File: config.mk
export PLATFORM = sky130hd
export DESIGN_NAME = signed_integer_to_radix_digits
export DESIGN_NICKNAME = d
export VERILOG_FILES = /design/src/sv/sird_pkg.sv /design/src/sv/signed_integer_to_radix_digits.sv /design/src/sv/sird_cell.sv /design/src/sv/sird_chain.sv
export SDC_FILE = /design/constraint.sdc
export NUM_CORES = 2
export LEC_CHECK = 0
export BUFFER_PORTS_ARGS = -buffer_cell sky130_fd_sc_hd__buf_2
export CAP_MARGIN = 20
export CORE_MARGIN = 2
export CORE_UTILIZATION = 30
export CTS_CLUSTER_SIZE = 16
export DETAILED_ROUTE_END_ITERATION = 7
export MAX_ROUTING_LAYER = met4
export PLACE_DENSITY_LB_ADDON = 0.25
export SYNTH_ARGS = -nofsm -noshare
export SYNTH_HDL_FRONTEND = slang
export SYNTH_SLANG_ARGS = --single-unit
File: constraint.sdc
create_clock -name clk -period 7.5 [get_ports clk]
set_clock_uncertainty 0.15 [all_clocks]
set_input_delay 1.5 -clock clk [delete_from_list [all_inputs] [get_ports clk]]
set_output_delay 1.5 -clock clk [all_outputs]
set_load 0.05 [all_outputs]
File: src/sv/sird_pkg.sv
// ----------------------------------------------------------------------------
// sird_pkg
// Shared types and constants for the signed integer to radix digit converter.
// ----------------------------------------------------------------------------
package sird_pkg;

  localparam int VALUE_W    = 32;
  localparam int NUM_DIGITS = 32;                   // enough cells for radix 2
  localparam int SYM_W      = 8;
  localparam int SLOTS      = 16;
  localparam int SLOT_W     = $clog2(SLOTS);
  localparam int LEN_W      = 5;
  localparam int CFG_IDX_W  = 2;
  localparam int CFG_DATA_W = 64;
  localparam int CNT_W      = $clog2(2 * NUM_DIGITS);
  localparam int REM_W      = $clog2(NUM_DIGITS + 1);
  localparam int DEF_MAX_BASE = 16;

  // Last convert cycle: the final bit reaches the top cell after the skew.
  localparam logic [CNT_W-1:0] CONV_LAST = CNT_W'(2 * NUM_DIGITS - 2);

  localparam logic [CFG_IDX_W-1:0] REG_BASE_LENGTH  = 2'd0;
  localparam logic [CFG_IDX_W-1:0] REG_SYMBOLS_LOW  = 2'd1;
  localparam logic [CFG_IDX_W-1:0] REG_SYMBOLS_HIGH = 2'd2;

  localparam logic [SYM_W-1:0] CHAR_PLUS  = 8'h2B;
  localparam logic [SYM_W-1:0] CHAR_MINUS = 8'h2D;
  localparam logic [LEN_W-1:0] MIN_RADIX  = 5'd2;

  typedef enum logic [1:0] {
    ST_IDLE,
    ST_CONV,
    ST_SIGN,
    ST_DIGITS
  } state_t;

  // Broadcast control for the digit cells
  typedef struct packed {
    logic clear;
    logic shift;
  } cell_ctl_t;

endpackage

File: src/sv/signed_integer_to_radix_digits.sv
// ----------------------------------------------------------------------------
// signed_integer_to_radix_digits
// Converts a signed 32-bit value to its digit symbols in a configured radix.
// ----------------------------------------------------------------------------
// All 32 magnitude bits are clocked MSB first through the carry skew of the 32-cell digit
//   row; a minus sign strobes next if the value is negative, then digits follow once leading
//   zeros shift out. Busy holds through convert, sign and readout, so no new item is
//   taken until the last digit has been read out.
// A start with an invalid alphabet is ignored: it gives no symbols and busy stays low.
// Results cannot be stalled; each strobe lasts one cycle.
// Reset: synchronous; config registers and strobe clear to 0 and the block returns to idle.
module signed_integer_to_radix_digits
  import sird_pkg::*;
#(
  parameter int MAX_BASE = DEF_MAX_BASE
) (
  input  logic                         clk,
  input  logic                         rst,
  input  logic                         start,
  output logic                         busy,
  input  logic signed [VALUE_W-1:0]    value,
  input  logic                         cfg_valid,
  output logic                         cfg_ready,
  input  logic [CFG_IDX_W-1:0]         cfg_index,
  input  logic [CFG_DATA_W-1:0]        cfg_data,
  output logic                         strobe,
  output logic [SYM_W-1:0]             symbol,
  output logic                         last
);

  localparam int DIGIT_W = $clog2(MAX_BASE);
  localparam int SUM_W   = DIGIT_W + 1;

  state_t state, state_next;

  logic [LEN_W-1:0]      base_length;
  logic [CFG_DATA_W-1:0] symbols_low;
  logic [CFG_DATA_W-1:0] symbols_high;

  logic [SYM_W-1:0]   alphabet [SLOTS];
  logic               alpha_ok;
  logic               accept;

  logic [VALUE_W-1:0] mag;
  logic [VALUE_W-1:0] raw;
  logic               neg;
  logic               started;
  logic [CNT_W-1:0]   cnt;
  logic [REM_W-1:0]   rem;

  cell_ctl_t          cell_ctl;
  logic               feed_act;
  logic [DIGIT_W-1:0] top_digit;
  logic               emit;
  logic [SYM_W-1:0]   emit_sym;
  logic               emit_last;
  logic               rem_one;

  // Configuration registers
  assign cfg_ready = 1'b1;

  always_ff @(posedge clk) begin
    if (rst) begin
      base_length  <= '0;
      symbols_low  <= '0;
      symbols_high <= '0;
    end else if (cfg_valid) begin
      unique case (cfg_index)
        REG_BASE_LENGTH:  base_length  <= cfg_data[LEN_W-1:0];
        REG_SYMBOLS_LOW:  symbols_low  <= cfg_data;
        REG_SYMBOLS_HIGH: symbols_high <= cfg_data;
        default: ;
      endcase
    end
  end

  // Alphabet check: length in range, no sign characters, no repeats
  always_comb begin
    for (int k = 0; k < SLOTS; k++) begin
      if (k < SLOTS / 2) begin
        alphabet[k] = symbols_low[k*SYM_W +: SYM_W];
      end else begin
        alphabet[k] = symbols_high[(k - SLOTS/2)*SYM_W +: SYM_W];
      end
    end
    alpha_ok = (base_length >= MIN_RADIX) && (base_length <= LEN_W'(MAX_BASE));
    for (int a = 0; a < SLOTS; a++) begin
      if (LEN_W'(a) < base_length) begin
        if (alphabet[a] == CHAR_PLUS || alphabet[a] == CHAR_MINUS) begin
          alpha_ok = 1'b0;
        end
        for (int b = a + 1; b < SLOTS; b++) begin
          if (LEN_W'(b) < base_length && alphabet[b] == alphabet[a]) begin
            alpha_ok = 1'b0;
          end
        end
      end
    end
  end

  assign busy    = (state != ST_IDLE);
  assign accept  = start && !busy && alpha_ok;
  assign raw     = value;
  assign rem_one = (rem == REM_W'(1));

  // Next state
  always_comb begin
    state_next = state;
    unique case (state)
      ST_IDLE:   if (accept) state_next = ST_CONV;
      ST_CONV:   if (cnt == CONV_LAST) state_next = neg ? ST_SIGN : ST_DIGITS;
      ST_SIGN:   state_next = ST_DIGITS;
      ST_DIGITS: if (rem_one) state_next = ST_IDLE;
      default:   state_next = ST_IDLE;
    endcase
  end

  // Outputs of the sequencer
  always_comb begin
    cell_ctl  = '0;
    feed_act  = 1'b0;
    emit      = 1'b0;
    emit_sym  = alphabet[SLOT_W'(top_digit)];
    emit_last = 1'b0;
    unique case (state)
      ST_IDLE: begin
        cell_ctl.clear = accept;
      end
      ST_CONV: begin
        feed_act = (cnt < CNT_W'(NUM_DIGITS));
      end
      ST_SIGN: begin
        emit     = 1'b1;
        emit_sym = CHAR_MINUS;
      end
      ST_DIGITS: begin
        // drop leading zeros, but always keep the units digit
        cell_ctl.shift = 1'b1;
        emit      = (top_digit != '0) || started || rem_one;
        emit_last = rem_one;
      end
      default: ;
    endcase
  end

  always_ff @(posedge clk) begin
    if (rst) begin
      state <= ST_IDLE;
    end else begin
      state <= state_next;
    end
  end

  always_ff @(posedge clk) begin
    if (accept) begin
      mag     <= raw[VALUE_W-1] ? (~raw + VALUE_W'(1)) : raw;
      neg     <= raw[VALUE_W-1];
      cnt     <= '0;
      rem     <= REM_W'(NUM_DIGITS);
      started <= 1'b0;
    end else if (state == ST_CONV) begin
      mag <= {mag[VALUE_W-2:0], 1'b0};
      cnt <= cnt + CNT_W'(1);
    end else if (state == ST_DIGITS) begin
      rem     <= rem - REM_W'(1);
      started <= started | emit;
    end
  end

  always_ff @(posedge clk) begin
    if (rst) begin
      strobe <= 1'b0;
    end else begin
      strobe <= emit;
    end
  end

  always_ff @(posedge clk) begin
    symbol <= emit_sym;
    last   <= emit_last;
  end

  sird_chain #(.MAX_BASE(MAX_BASE)) u_chain (
    .clk       (clk),
    .rst       (rst),
    .ctl       (cell_ctl),
    .radix     (base_length[SUM_W-1:0]),
    .feed_bit  (mag[VALUE_W-1]),
    .feed_act  (feed_act),
    .top_digit (top_digit)
  );

  // Checks
  a_strobe_follows_busy: assert property (@(posedge clk) disable iff (rst)
    strobe |-> $past(busy))
    else $error("symbol strobed without an item in flight");

  a_last_ends_item: assert property (@(posedge clk) disable iff (rst)
    (strobe && last) |-> !busy)
    else $error("sequencer still busy after the final symbol");

  a_quiet_in_convert: assert property (@(posedge clk) disable iff (rst)
    ($past(state) == ST_CONV) |-> !strobe)
    else $error("symbol strobed during conversion");

  a_bad_alphabet_idle: assert property (@(posedge clk) disable iff (rst)
    (start && !busy && !alpha_ok) |=> !busy)
    else $error("item with invalid alphabet started a conversion");

endmodule

File: src/sv/sird_cell.sv
// ----------------------------------------------------------------------------
// sird_cell
// One radix digit cell: doubles its digit plus the carry from below, reduces
// modulo the radix and hands the carry up; shifts digits up during readout.
// ----------------------------------------------------------------------------
module sird_cell
  import sird_pkg::*;
#(
  parameter int MAX_BASE = DEF_MAX_BASE
) (
  input  logic                          clk,
  input  logic                          rst,
  input  cell_ctl_t                     ctl,
  input  logic [$clog2(MAX_BASE):0]     radix,
  input  logic [$clog2(MAX_BASE)-1:0]   digit_in,
  input  logic                          carry_in,
  input  logic                          act_in,
  output logic [$clog2(MAX_BASE)-1:0]   digit,
  output logic                          carry_out,
  output logic                          act_out
);

  localparam int DIGIT_W = $clog2(MAX_BASE);
  localparam int SUM_W   = DIGIT_W + 1;

  logic [SUM_W-1:0]   sum;
  logic [SUM_W-1:0]   diff;
  logic               ge;
  logic [DIGIT_W-1:0] digit_next;

  assign sum        = {digit, carry_in};
  assign diff       = sum - radix;
  assign ge         = (sum >= radix);
  assign digit_next = ge ? diff[DIGIT_W-1:0] : sum[DIGIT_W-1:0];

  always_ff @(posedge clk) begin
    if (ctl.clear) begin
      digit <= '0;
    end else if (ctl.shift) begin
      digit <= digit_in;
    end else if (act_in) begin
      digit <= digit_next;
    end
  end

  always_ff @(posedge clk) begin
    if (rst || ctl.clear || ctl.shift) begin
      carry_out <= 1'b0;
      act_out   <= 1'b0;
    end else begin
      carry_out <= act_in & ge;
      act_out   <= act_in;
    end
  end

endmodule

File: src/sv/sird_chain.sv
// ----------------------------------------------------------------------------
// sird_chain
// Row of digit cells, least significant at the bottom. Magnitude bits enter
// the bottom cell and carries ripple up one cell per cycle.
// ----------------------------------------------------------------------------
module sird_chain
  import sird_pkg::*;
#(
  parameter int MAX_BASE = DEF_MAX_BASE
) (
  input  logic                          clk,
  input  logic                          rst,
  input  cell_ctl_t                     ctl,
  input  logic [$clog2(MAX_BASE):0]     radix,
  input  logic                          feed_bit,
  input  logic                          feed_act,
  output logic [$clog2(MAX_BASE)-1:0]   top_digit
);

  localparam int DIGIT_W = $clog2(MAX_BASE);

  logic [DIGIT_W-1:0] digit_w [NUM_DIGITS];
  logic               carry_w [NUM_DIGITS];
  logic               act_w   [NUM_DIGITS];

  for (genvar i = 0; i < NUM_DIGITS; i++) begin : g_cell
    if (i == 0) begin : g_bottom
      sird_cell #(.MAX_BASE(MAX_BASE)) u_cell (
        .clk       (clk),
        .rst       (rst),
        .ctl       (ctl),
        .radix     (radix),
        .digit_in  ('0),
        .carry_in  (feed_bit),
        .act_in    (feed_act),
        .digit     (digit_w[i]),
        .carry_out (carry_w[i]),
        .act_out   (act_w[i])
      );
    end else begin : g_upper
      sird_cell #(.MAX_BASE(MAX_BASE)) u_cell (
        .clk       (clk),
        .rst       (rst),
        .ctl       (ctl),
        .radix     (radix),
        .digit_in  (digit_w[i-1]),
        .carry_in  (carry_w[i-1]),
        .act_in    (act_w[i-1]),
        .digit     (digit_w[i]),
        .carry_out (carry_w[i]),
        .act_out   (act_w[i])
      );
    end
  end

  assign top_digit = digit_w[NUM_DIGITS-1];

endmodule
Word level (Yosys, flattened, before mapping). Index checks and enable logic that the tools add are counted.

Equal/unequal tests: 162. Add/subtract/negate cells: 35. Reductions and logical operators: 186. Bitwise gates (word level): 35. Muxes and demuxes: 261. Order comparisons: 52.

Operator list (number): $eq 8x8->1 (120); $mux 4 (94); $eq 8x6->1 const B (32); $ge 5x5->1 (32); $mux 1 (156); $sub 4x4->4 (32); $logic_and 1x1->1 (123); $mux 32 (3); $reduce_bool 2->1 (33); $lt 4x5->1 const A (8); $add 32x1->32 const B (1); $bmux 8 s4 (1); $not 32->32 (1); $and 1x1->1 (31); $logic_or 1x1->1 (20); $lt 3x5->1 const A (4); $mux 8 (2); $lt 1x5->1 const A (2); $lt 2x5->1 const A (2); $pmux 2 s4 (1); $reduce_and 2->1 (4); $add 6x1->6 const B (1); $eq 2x2->1 const B (3); $eq 6x1->1 const B (1); 18 further kinds (24).

Output and inout port bits: 12. Register bits after elaboration: 381. Logic and storage cells: 837.

Depth between registers and ports, before layout.
Word-level depth: 158. Depth in mapped cells: 14.

Cells and area by module. A second synthesis with hierarchy kept.

Cells, all modules: 4627. Area, all modules: 37053.0 um^2.

Modules (own cells, without submodules): signed_integer_to_radix_digits (area each 21199.1 um^2, cells each 2640, instances 1); sird_cell at u_chain.g_cell[11].g_upper.u_cell ... (area each 494.2 um^2, cells each 62, instances 30); sird_cell at u_chain.g_cell[0].g_bottom.u_cell ... (area each 511.7 um^2, cells each 63, instances 2); sird_chain (area each 3.8 um^2, cells each 1, instances 1).

Least setup slack after synthesis. No wires, ideal clock.

Kind: register to register. Start: reg base_length[1]. End: reg mag[0], enable pin. Library setup time: 0.329 ns. Data arrival time: 4.623 ns. Setup slack: 2.397 ns. Required time: 7.021 ns. Stages on the path, launching flop included: 12. Cell sequence: dfxtp_1 -> buf_2 -> inv_1 -> o31ai_1 -> nand3_1 -> nand4_1 -> nor3_1 -> a22oi_1 -> a2111oi_0 -> nor3b_2 -> clkbuf_1 -> or2_2.

Longest elaborated chain between the ends: 156.

Ends and longest elaborated chain: start: declaration (RTL line signed_integer_to_radix_digits.sv:36) `logic [LEN_W-1:0] base_length;`; start signal: assignment (RTL line signed_integer_to_radix_digits.sv:69) `REG_BASE_LENGTH: base_length <= cfg_data[LEN_W-1:0];`; $ge 5x2->1 or $le 5x5->1 (tied branches) (RTL line signed_integer_to_radix_digits.sv:86) `alpha_ok = (base_length >= MIN_RADIX) && (base_length <= LEN_W'(MAX_BASE));`; $logic_and 1x1->1 (RTL line signed_integer_to_radix_digits.sv:86); $mux 1 (RTL line signed_integer_to_radix_digits.sv:89) `if (alphabet[a] == CHAR_PLUS || alphabet[a] == CHAR_MINUS) begin`; $mux 1 (15 in series) (RTL line signed_integer_to_radix_digits.sv:93) `if (LEN_W'(b) < base_length && alphabet[b] == alphabet[a]) begin`; $mux 1 (RTL line signed_integer_to_radix_digits.sv:88) `if (LEN_W'(a) < base_length) begin`; $mux 1 (RTL line signed_integer_to_radix_digits.sv:89); $mux 1 (14 in series) (RTL line signed_integer_to_radix_digits.sv:93); $mux 1 (RTL line signed_integer_to_radix_digits.sv:88); [... 113 more ...]; $mux 1 (RTL line signed_integer_to_radix_digits.sv:88); $mux 1 (RTL line signed_integer_to_radix_digits.sv:89); $mux 1 (RTL line signed_integer_to_radix_digits.sv:93); $mux 1 (RTL line signed_integer_to_radix_digits.sv:88); $mux 1 (RTL line signed_integer_to_radix_digits.sv:89); $mux 1 (*) (RTL line signed_integer_to_radix_digits.sv:88); $logic_and 1x1->1 (*) (RTL line signed_integer_to_radix_digits.sv:102) `assign accept = start && !busy && alpha_ok;`; $reduce_bool 2->1 (no source line) (*); end signal: assignment (RTL line signed_integer_to_radix_digits.sv:156) `mag <= raw[VALUE_W-1] ? (~raw + VALUE_W'(1)) : raw;`; end signal: assignment (RTL line signed_integer_to_radix_digits.sv:162) `mag <= {mag[VALUE_W-2:0], 1'b0};`; end: declaration (RTL line signed_integer_to_radix_digits.sv:44) `logic [VALUE_W-1:0] mag;`.

Mark *: on every way between the ends. The rest lies on a longest branch, timed or not. A chain may end at the register's enable or synchronous reset.

Final worst setup path.
Start: reg symbols_high[37]. End: reg u_chain.g_cell[6].g_upper.u_cell.carry_out.

Longest elaborated chain between the ends: 146.

Ends and longest elaborated chain: start: declaration (RTL line signed_integer_to_radix_digits.sv:38) `logic [CFG_DATA_W-1:0] symbols_high;`; start signal: assignment (RTL line signed_integer_to_radix_digits.sv:71) `REG_SYMBOLS_HIGH: symbols_high <= cfg_data;`; $eq 8x8->1 (RTL line signed_integer_to_radix_digits.sv:93); $logic_and 1x1->1 (RTL line signed_integer_to_radix_digits.sv:93); $mux 1 (4 in series) (RTL line signed_integer_to_radix_digits.sv:93); $mux 1 (RTL line signed_integer_to_radix_digits.sv:88); $mux 1 (RTL line signed_integer_to_radix_digits.sv:89); $mux 1 (14 in series) (RTL line signed_integer_to_radix_digits.sv:93); $mux 1 (RTL line signed_integer_to_radix_digits.sv:88); $mux 1 (RTL line signed_integer_to_radix_digits.sv:89); [... 113 more ...]; $mux 1 (RTL line signed_integer_to_radix_digits.sv:89); $mux 1 (RTL line signed_integer_to_radix_digits.sv:93); $mux 1 (*) (RTL line signed_integer_to_radix_digits.sv:88); $mux 1 (RTL line signed_integer_to_radix_digits.sv:89); $mux 1 (*) (RTL line signed_integer_to_radix_digits.sv:88); $logic_and 1x1->1 (*) (RTL line signed_integer_to_radix_digits.sv:102); $mux 1 (*) (RTL line signed_integer_to_radix_digits.sv:125) `unique case (state)`; $logic_or 1x1->1 (*) (2 in series) (RTL line sird_cell.sv:47) `if (rst || ctl.clear || ctl.shift) begin`; end signal: assignment (RTL line sird_cell.sv:51) `carry_out <= act_in & ge;`; end: declaration (RTL line sird_cell.sv:19) `output logic carry_out,`.

Marked as above.

==> flow_summary.toml <==
[outcome]
status = "finished clean"

[routing]
drt_first_pass_iters = 6
wl_per_cell_um = 22.95
drc = 0
wirelength_um = 129100
via_per_inst = 5.431
via_count = 30560
ant_nets = 0
drtIter0Drc = 2841

[clock_network]
clock_path_buffers = 3
holdBufCountCts = 0
path_clk_slew_ns = 0.06
cts_sinks = 381
h-tree-depth = 2
cts_made_buffers = 50
cts-root-buf = "clkbuf_16"
cts_tree = "done"
insertion_delay_ns = 0.66
post-cts-setup-buffer-count = 0
post_cts_resized = 0

[critical_path]
end_kind = "register"
worstReg2RegStart = "symbols_high[37]"
crit_required_ns = 7.85
worstSetupPathType = "register to register"
path_max_fanout = 44
worstPathArrival_ns = 5.40
cp-startpoint = "symbols_high[37]"
cp-start-kind = "register"

[placed_design]
portBuffers = 112
gp_congestion = 1.042
dpl.hpwl_um = 82870
dpl_worst_slack_ns = 2.385

[final_layout]
drive_gt1_share_pct = 11.07
area_delta_synth_final_pct = 10.09
final_util_pct = 33.33
multiInputGateArea_sq_mm = 0.02421
nets = 4375
register_area_sq_mm = 0.007964
n_fill_cell = 11910

[logic_synthesis]
synth_cell_types = 72
yosys.area_share.simple_pct = 16.13
post-synth-top-count-cell = "xor2_1"
syn_area_sq_mm = 0.03462
synth_common_cells = "585 x xor2_1, 485 x xnor2_1, 348 x dfxtp_1"
synth-seq-cells = 381
yosys.area.top_type_share_pct = 20.12
synthTopCellsByArea = "dfxtp_1 20%, xor2_1 15%, xnor2_1 12%, ha_1 6.1%, a21oi_1 4.4%"
syn-num-nets = 4502
synthMuxAreaShare_pct = 7.408
synthArstFlopShare_pct = 0
ys.flop_type = "dfxtp_1"
synth_xor_area_share_pct = 27.07
synth_edf_count = 33
synth_top_cell_by_area = "dfxtp_1"
avgSynthCellArea_sq_um = 8.248
syn_inst = 4198
yosys_warnings = 0
synth_top_family_by_area = "XOR/XNOR gates"
synth_compound_area_share_pct = 11.22
synth.yosys.seq_area_share_pct = 22.98
synth_fa_ha_area_share_pct = 7.994

[timing]
worst_pin_slew_ns = 1.109
finalCritPeriodShare_pct = 67.30
finalSetupTns_ns = 0
setup_slack_ns = 2.453
final_hold_viol_count = 0
max_freq_ghz = 0.1981
slew_violations = 0
finalCriticalPeriod_ns = 5.047
slew_headroom_pct = 26.07
rsz0062_at_grt = "no"
final-setup-viol-count = 0

[hold_path]
min_from = "started"
hp-class = "register to register"

[die]
die-area_sq_mm = 0.1181
die_w_um = 343.7
initial_core_util_pct = 30.28
design.portCount = 114
core_area_sq_mm = 0.1143
dieHeight_um = 343.7
row_count = 124

[run]
maxCapViolCount = 0

[power_and_ir_drop]
powerDensity_mw_per_mm2 = 261.2
power_mw = 9.956
leakage_nw = 16.55
vdd.ir_drop.worst_uv = 188.5

[global_route]
globalRoute.totalOverflow = 0
grt_pass1_wl_um = 193800
grt_max_degree = 146
grtUsageTotal_pct = 22.18
grt_pass1_vias = 29390
antenna_found_initial = 13
sequential cells by signal, indices dropped and copies added (netlist names), 2 cells and up:
register,cells
u_chain.g_cell.g_upper.u_cell.carry_out,30
u_chain.g_cell.g_upper.u_cell.digit,124
u_chain.g_cell.g_bottom.u_cell.digit,4
rem,6
u_chain.g_cell.g_upper.u_cell.act_out,30
mag,32
symbol,8
symbols_high,64
base_length,5
state,2
symbols_low,64
cnt,6
critical path: stages (launching register included):
cell and delay (ns):
dfxtp_1 0.95, buf_4 0.36, xnor2_1 0.09, nand4_1 0.08, nor3_1 0.06, nor4_1 0.33, nand4_1 0.13, o21a_1 0.22
a2111oi_0 0.74, nor3b_4 0.54, or2_2 0.52, buf_4 0.57, nor3_1 0.11
worst paths after layout:
kind,cells after the start,slack [ns],to
worst min-delay path,2,0.30,started
worst min register to register,2,0.30,started
worst max register to register,12,2.45,u_chain.g_cell[6].g_upper.u_cell.carry_out
worst max-delay path,12,2.45,u_chain.g_cell[6].g_upper.u_cell.carry_out
report_power, final:
group / internal [mW] / switching (mW)
clock: 1.57 / 1.04
combinational: 1.99 / 2.38
sequential: 2.53 / 0.439
layer usage:
layer / wire length (um) / global-route usage (%)
met1: 55480 / 28.70
met2: 55860 / 33.39
met3: 11670 / 4.559
met4: 6109 / 9.416
met5: 0 / -
stage by stage:
stage,hold WS [ns],area [sq um],cells
2_1_floorplan,0.2811,34620,4198
3_3_place_gp,0.2944,36250,5527
3_5_place_dp,0.2972,36260,5528
4_1_cts,0.3054,38050,5620
5_1_grt,0.3251,38120,5627
6_report,0.3033,38120,5627
final cells by class:
cell class / count / area share, %
inverters: 117 / 1.152
well taps: 1512 / 4.963
clock buffers: 71 / 3.834
flip-flops and latches: 381 / 20.89
clock inverters: 21 / 0.8633
diodes: 4 / 0.02626
repair buffers: 270 / 4.757
multi-input cells: 3251 / 63.51
cells in the final DEF, fill, tap and decap left out, drive strengths merged, types with 128 or more instances in the layout:
cell / n
a211oi: 129
nor4: 152
nand2: 314
xor2: 585
ha: 170
a21oi: 307
buf: 270
nor2: 282
xnor2: 485
dfxtp: 348
mux2i: 128
cells by family after synthesis:
family / count (synthesis)
AO/OA/AOI/OAI: 632
XOR/XNOR: 1070
adder cells (fa/ha/maj): 202
buffers and inverters: 566
flip-flops: 381
multiplexers: 202
other: 1
AND/OR/NAND/NOR: 1144
Note: power is estimated with default switching activity, not from simulation.
